--- config.mk ---
export PLATFORM = sky130hd
export DESIGN_NAME = aes_round
export DESIGN_NICKNAME = d
export VERILOG_FILES = /design/src/rtl/aes_pkg.sv /design/src/rtl/aes_round.sv
export SDC_FILE = /design/constraint.sdc
export NUM_CORES = 2
export LEC_CHECK = 0
export BUFFER_PORTS_ARGS = -buffer_cell sky130_fd_sc_hd__buf_2
export CELL_PAD_IN_SITES_DETAIL_PLACEMENT = 0
export CELL_PAD_IN_SITES_GLOBAL_PLACEMENT = 1
export CORE_MARGIN = 5
export CORE_UTILIZATION = 30
export DETAILED_ROUTE_END_ITERATION = 16
export PLACE_DENSITY_LB_ADDON = 0.1
export SLEW_MARGIN = 20
export SYNTH_ARGS = -nofsm -noshare
export SYNTH_HDL_FRONTEND = slang
export SYNTH_SLANG_ARGS = --single-unit
--- constraint.sdc ---
create_clock -name vclk -period 6.55
set_input_delay 0.9825 -clock vclk [all_inputs]
set_output_delay 0.9825 -clock vclk [all_outputs]
set_load 0.01 [all_outputs]
--- src/rtl/aes_pkg.sv ---
package aes_pkg;

  localparam int unsigned BlockW = 128;
  localparam int unsigned Rounds = 10;
  localparam int unsigned RegIdxW = 1;
  localparam logic [RegIdxW-1:0] RegKeyHigh = 1'b0;
  localparam logic [RegIdxW-1:0] RegKeyLow = 1'b1;

  typedef logic [BlockW-1:0] block_t;

  typedef struct packed {
    logic   valid;
    logic   last;
    block_t state;
  } stage_t;

  function automatic logic [7:0] sbox(input logic [7:0] a);
    logic [7:0] t [256];
    t = '{
      8'h63,8'h7c,8'h77,8'h7b,8'hf2,8'h6b,8'h6f,8'hc5,8'h30,8'h01,8'h67,8'h2b,8'hfe,8'hd7,8'hab,8'h76,
      8'hca,8'h82,8'hc9,8'h7d,8'hfa,8'h59,8'h47,8'hf0,8'had,8'hd4,8'ha2,8'haf,8'h9c,8'ha4,8'h72,8'hc0,
      8'hb7,8'hfd,8'h93,8'h26,8'h36,8'h3f,8'hf7,8'hcc,8'h34,8'ha5,8'he5,8'hf1,8'h71,8'hd8,8'h31,8'h15,
      8'h04,8'hc7,8'h23,8'hc3,8'h18,8'h96,8'h05,8'h9a,8'h07,8'h12,8'h80,8'he2,8'heb,8'h27,8'hb2,8'h75,
      8'h09,8'h83,8'h2c,8'h1a,8'h1b,8'h6e,8'h5a,8'ha0,8'h52,8'h3b,8'hd6,8'hb3,8'h29,8'he3,8'h2f,8'h84,
      8'h53,8'hd1,8'h00,8'hed,8'h20,8'hfc,8'hb1,8'h5b,8'h6a,8'hcb,8'hbe,8'h39,8'h4a,8'h4c,8'h58,8'hcf,
      8'hd0,8'hef,8'haa,8'hfb,8'h43,8'h4d,8'h33,8'h85,8'h45,8'hf9,8'h02,8'h7f,8'h50,8'h3c,8'h9f,8'ha8,
      8'h51,8'ha3,8'h40,8'h8f,8'h92,8'h9d,8'h38,8'hf5,8'hbc,8'hb6,8'hda,8'h21,8'h10,8'hff,8'hf3,8'hd2,
      8'hcd,8'h0c,8'h13,8'hec,8'h5f,8'h97,8'h44,8'h17,8'hc4,8'ha7,8'h7e,8'h3d,8'h64,8'h5d,8'h19,8'h73,
      8'h60,8'h81,8'h4f,8'hdc,8'h22,8'h2a,8'h90,8'h88,8'h46,8'hee,8'hb8,8'h14,8'hde,8'h5e,8'h0b,8'hdb,
      8'he0,8'h32,8'h3a,8'h0a,8'h49,8'h06,8'h24,8'h5c,8'hc2,8'hd3,8'hac,8'h62,8'h91,8'h95,8'he4,8'h79,
      8'he7,8'hc8,8'h37,8'h6d,8'h8d,8'hd5,8'h4e,8'ha9,8'h6c,8'h56,8'hf4,8'hea,8'h65,8'h7a,8'hae,8'h08,
      8'hba,8'h78,8'h25,8'h2e,8'h1c,8'ha6,8'hb4,8'hc6,8'he8,8'hdd,8'h74,8'h1f,8'h4b,8'hbd,8'h8b,8'h8a,
      8'h70,8'h3e,8'hb5,8'h66,8'h48,8'h03,8'hf6,8'h0e,8'h61,8'h35,8'h57,8'hb9,8'h86,8'hc1,8'h1d,8'h9e,
      8'he1,8'hf8,8'h98,8'h11,8'h69,8'hd9,8'h8e,8'h94,8'h9b,8'h1e,8'h87,8'he9,8'hce,8'h55,8'h28,8'hdf,
      8'h8c,8'ha1,8'h89,8'h0d,8'hbf,8'he6,8'h42,8'h68,8'h41,8'h99,8'h2d,8'h0f,8'hb0,8'h54,8'hbb,8'h16
    };
    return t[a];
  endfunction

  function automatic logic [7:0] rcon(input logic [3:0] r);
    logic [7:0] v;
    case (r)
      4'd0: v = 8'h01;
      4'd1: v = 8'h02;
      4'd2: v = 8'h04;
      4'd3: v = 8'h08;
      4'd4: v = 8'h10;
      4'd5: v = 8'h20;
      4'd6: v = 8'h40;
      4'd7: v = 8'h80;
      4'd8: v = 8'h1b;
      4'd9: v = 8'h36;
      default: v = 8'h00;
    endcase
    return v;
  endfunction

  // byte i of the block sits in bits 127-8i downto 120-8i
  function automatic logic [7:0] get_byte(input block_t b, input int i);
    return b[BlockW-1-8*i -: 8];
  endfunction

  function automatic logic [7:0] xtime(input logic [7:0] a);
    return {a[6:0], 1'b0} ^ (a[7] ? 8'h1b : 8'h00);
  endfunction

endpackage

--- src/rtl/aes_round.sv ---
module aes_round import aes_pkg::*; #(
  parameter bit FinalRound = 1'b0
) (
  input  block_t state_in,
  input  block_t rk,
  output block_t state_out
);

  logic [7:0] t [16];
  logic [7:0] m [16];
  logic [7:0] all;

  always_comb begin
    all = '0;
    for (int c = 0; c < 4; c++) begin
      for (int r = 0; r < 4; r++) begin
        t[4*c+r] = sbox(get_byte(state_in, 4*((c+r)%4)+r));
      end
    end
    for (int c = 0; c < 4; c++) begin
      all = t[4*c] ^ t[4*c+1] ^ t[4*c+2] ^ t[4*c+3];
      for (int r = 0; r < 4; r++) begin
        if (FinalRound) begin
          m[4*c+r] = t[4*c+r];
        end else begin
          m[4*c+r] = t[4*c+r] ^ all ^ xtime(t[4*c+r] ^ t[4*c+((r+1)%4)]);
        end
      end
    end
    for (int i = 0; i < 16; i++) state_out[BlockW-1-8*i -: 8] = m[i] ^ get_byte(rk, i);
  end

endmodule

# Word-level counts from Yosys, hierarchy flattened
# Memory sizes are Yosys's and may differ from the RTL's.
# Index checks and enable logic that the tools add are counted.
[totals]
register_bits = 0
rom_bits = 32768
inputBits = 256
output_inout_bits = 128
word_cells = 184
n_memories = 16
[classes]
magnitude_cmp = 16
muxes = 48
bitwise_logic = 104
[mem_list]
columns = ["name", "depth", "word_bits", "rd", "rd_clocked_by_memory_dff", "wr", "line_no", "rtl"]
rows = [
  ["(no name shown)", 256, 8, 1, 0, 0, "aes_pkg.sv:37", "return t[a];"],
  ["(no name shown)", 256, 8, 1, 0, 0, "aes_pkg.sv:37", ""],
  ["(no name shown)", 256, 8, 1, 0, 0, "aes_pkg.sv:37", ""],
  ["(no name shown)", 256, 8, 1, 0, 0, "aes_pkg.sv:37", ""],
  ["(no name shown)", 256, 8, 1, 0, 0, "aes_pkg.sv:37", ""],
  ["(no name shown)", 256, 8, 1, 0, 0, "aes_pkg.sv:37", ""],
  ["+10 memories", "n/a", "n/a", "n/a", "n/a", "n/a", "n/a", ""],
]
[op_table]
columns = ["operator", "n"]
rows = [
  ["$xor A8 B8 Y8", 72],
  ["$mux W8", 32],
  ["$ge A9 B9 Y1 const B", 16],
  ["$not A8 Y9", 16],
  ["$xor A8 B5 Y8", 16],
  ["$mux W5", 16],
]

# Depth between registers and ports, before layout
[logic_depth]
word_depth = 10
mapped_depth = 16
ltp_nobuf = 12

# Worst setup path before layout
# Ideal clock, no wire load.
[synth_path]
path_kind = "input port to output port"
from = "input port state_in[88]"
to = "output port state_out[67]"
arrival_time_ns = 4.314
required_time_ns = 5.568
setup_slack_ns = 1.253
stages = 14
n_path_buf = 4
cell_sequence = "buf_2 clkbuf_1 inv_1 ha_1 buf_2 or2_2 buf_1 a311oi_1 nor3_1 or4_4 o311ai_4 xnor2_2 xnor3_1 xnor2_1"
[synth_via]
elab_chain_len = 10
elab_cells_between_ends = 13
classes_between = "mux: 3; bitwise: 9; memory: 1"
[synth_rtl]
columns = ["element", "line_no", "rtl"]
rows = [
  ["from (decl)", "aes_round.sv:4", "input block_t state_in,"],
  ["$not A8 Y9 (not written as such) (*)", "aes_pkg.sv:37", ""],
  ["$mem_v2 Z256 W8 (*)", "n/a", ""],
  ["$mux W8 (not written as such) (*) (2 in a row)", "aes_pkg.sv:37", ""],
  ["$xor A8 B8 Y8 (3 in a row)", "aes_round.sv:21", "all = t[4*c] ^ t[4*c+1] ^ t[4*c+2] ^ t[4*c+3];"],
  ["$xor A8 B8 Y8", "aes_round.sv:26", "m[4*c+r] = t[4*c+r] ^ all ^ xtime(t[4*c+r] ^ t[4*c+((r+1)%4)]);"],
  ["$xor A8 B8 Y8 (*)", "aes_round.sv:26", ""],
  ["$xor A8 B8 Y8 (*)", "aes_round.sv:30", "for (int i = 0; i < 16; i++) state_out[BlockW-1-8*i -: 8] = m[i] ^ get_byte(rk, i);"],
  ["to (decl)", "aes_round.sv:6", "output block_t state_out"],
]
# Mark *: on every way between the ends. The rest lies on a longest branch, timed or not. The select of a mux whose other input is x is not followed.

# Worst setup path after layout
[layout_path]
from = "input port state_in[24]"
to = "output port state_out[6]"
# The elaborated chain is that of the path after synthesis.

==> impl_metrics.ini <==
[clock_tree]
postCtsResizedCells = 0
ctsHoldBuffers = 0
postCtsSetupRepairBufs = 0

[job]
maxCapViolations = 0

[power]
combinationalPowerShare = 1.000
p_sw_frac = 0.6194
p_per_area_nw_per_um2 = 132.5
peakVddDrop_mv = 0.1664
p_seq_frac = 0
switchingPower_mw = 5.218
total_power_mw = 8.425
power.leakage_nw = 22.46
p_int_mw = 3.207
clkPwrFrac = 0

[hold_path]
hold_class = input port to output port
whs_path_depth = 3
holdPathEnd = state_out[103]
min-delay-start = rk[103]

[placed_design]
gp_congestion = 1.007
pre_cts_slack_ns = 0.5768
dp_hpwl_mm = 249.8
io_buffers = 384
placed_cells = 11540
place_area_um2 = 63520

[floorplanning]
ioPinCount = 384
core_region_area_um2 = 199500
die_area_um2 = 209300
die_w_um = 457.5
placementRows = 164
die_y_um = 457.5
start_util = 0.3012

[route]
dr.pass1.iters = 9
drc = 0
num_vias = 78950
drtIter0Drc = 13060
drt_wl_total_mm = 343.2
postRouteAntennaNets = 0
wire_per_inst_um = 29.70
routed_via_density = 6.832

[timing]
rsz0062_at_grt = no
whs_ns = 2.235
worst_slack_ns = 0.4080
fmax_ghz = 0.1628
period_needed_ns = 6.142
relSlewSlack = 0.1261
hold_violations = 0
post-route-period-util = 0.9377
maxSlewViolCount = 0
fin_setup_tns_ns = 0
setup_viol = 0
worst_pin_slew_ns = 1.290

[logic_synthesis]
synth_seq_area_share = 0
ys_types = 133
yosysWarnings = 0
synth_area_um2 = 60080
synth_fp_nets = 9656
synth_area_per_cell_um2 = 6.563
postSynthCellCount = 9154

[setup_path]
worst_ep_required_time_ns = 5.57
startpoint_type = input port
arrival_ns = 5.16
cp_max_fo = 14
end_kind = output port
criticalPathCategory = input port to output port

[global_route]
busiest_layer = met2
grt_pass1_vias = 72530
met2_usage = 0.4729
grt_use_met1 = 0.4209
grt_pass1_wl_mm = 502.8
grt_use_total = 0.3024
grt_max_degree = 154
met3_usage = 0.04493
antenna_found_initial = 36
grt-ovfl-total = 0

[layout]
instances_no_fill = 11560
seq_area_um2 = 0
final_area_um2 = 63560
nNetsFinal = 9387
synthToLayoutAreaGrowth_pct = 5.792
fin_util = 0.3187
nClkBuffers = 0
drive_gt1_frac = 0.1443
nFlopsAndLatches = 0

[run_status]
run_status = finished clean
## synth_stat cells, drive strengths merged (156+ instances only)
master | n | share of area
a211oi | 241 | 0.031
a21oi | 726 | 0.061
a311oi | 175 | 0.026
a31oi | 224 | 0.024
buf | 633 | 0.062
clkbuf | 479 | 0.030
ha | 246 | 0.051
nand2 | 713 | 0.045
nand2b | 327 | 0.034
nand3 | 317 | 0.026
nor2 | 690 | 0.044
nor2b | 236 | 0.025
nor3 | 370 | 0.031
o211ai | 212 | 0.027
o21ai | 795 | 0.067
o311ai | 177 | 0.026
xnor2 | 425 | 0.065
xor2 | 156 | 0.025
## cells by family (layout without fill, tap and decap cells)
family	Yosys count	after routing	share of synthesized area
adders and majority gates	246	246	0.05123
muxes	281	281	0.07970
and+or+nand+nor	3167	3167	0.2626
AOI/OAI and AO/OA	3584	3584	0.4109
xor gates and xnor gates	589	589	0.09269
other	0	17	0
buffers and inverters	1287	1016	0.1028
## final cells by class
type,count,area (um^2)
fillers,22240,135900
multi-input cells,7867,53910
repair buffers,841,5628
well taps,2656,3323
inverters,175,656.9
diodes,17,42.54
## power groups by stage
stage / combinational (mW) / sequential, mW / clock (mW)
3_3_place_gp: 8.37 / 0 / 0
4_1_cts: 8.29 / 0 / 0
3_5_place_dp: 8.25 / 0 / 0
5_1_grt: 8.90 / 0 / 0.000000250
6_report: 8.42 / 0 / 0.000000356
2_1_floorplan: 5.40 / 0 / 0
## cells in the final DEF (no fill, tap or decap), types with 50 or more instances in the layout
master       n
a2111oi_0   61
a211o_1     56
a211oi_1   234
a21o_1      54
a21oi_1    722
a221oi_1    59
a311o_1     50
a311oi_1   173
a31oi_1    219
and2_1      89
and3_1      55
buf_2      354
buf_4      471
ha_1       246
inv_1      135
mux2i_1     92
mux4_2     153
nand2_1    711
nand2b_1   325
nand3_1    317
nor2_1     675
nor2b_1    234
nor3_1     366
nor3b_1     50
o2111ai_1   57
o211ai_1   210
o21a_1      53
o21ai_0    782
o221ai_1    65
o22ai_1     58
o311a_1     55
o311ai_0   161
o31ai_1    118
or2_2       73
or3_1       67
xnor2_1    407
xor2_1     140
## per-layer routing
layer | vias up | share of wire
met1 | 38210 | 0.41
met3 | 958 | 0.10
li1 | 34140 | -
met4 | 14 | 0.046
met5 | - | 0.00026
met2 | 5632 | 0.44
## how the worst max path moves through the flow
stage | startpoint | end | cells past startpoint | slack (ns)
after floorplan | state_in[88] | state_out[67] | 14 | 1.25
after global placement | state_in[56] | state_out[57] | 14 | 0.54
after detailed placement | state_in[10] | state_out[91] | 11 | 0.58
after CTS | state_in[10] | state_out[91] | 11 | 0.59
after global routing | state_in[65] | state_out[57] | 14 | 0.39
final | state_in[24] | state_out[6] | 13 | 0.41
## critical path: stages
cell and delay [ns]:
buf_2 0.24, inv_1 0.14, buf_4 0.20, ha_1 0.72, nand2b_1 0.48, o221ai_1 0.30
a211oi_1 0.13, a211oi_1 0.55, nor2_1 0.10, or3_1 0.47, xnor2_1 0.46, xor2_1 0.20
buf_2 0.16
Note: power is estimated with default switching activity, not from simulation.
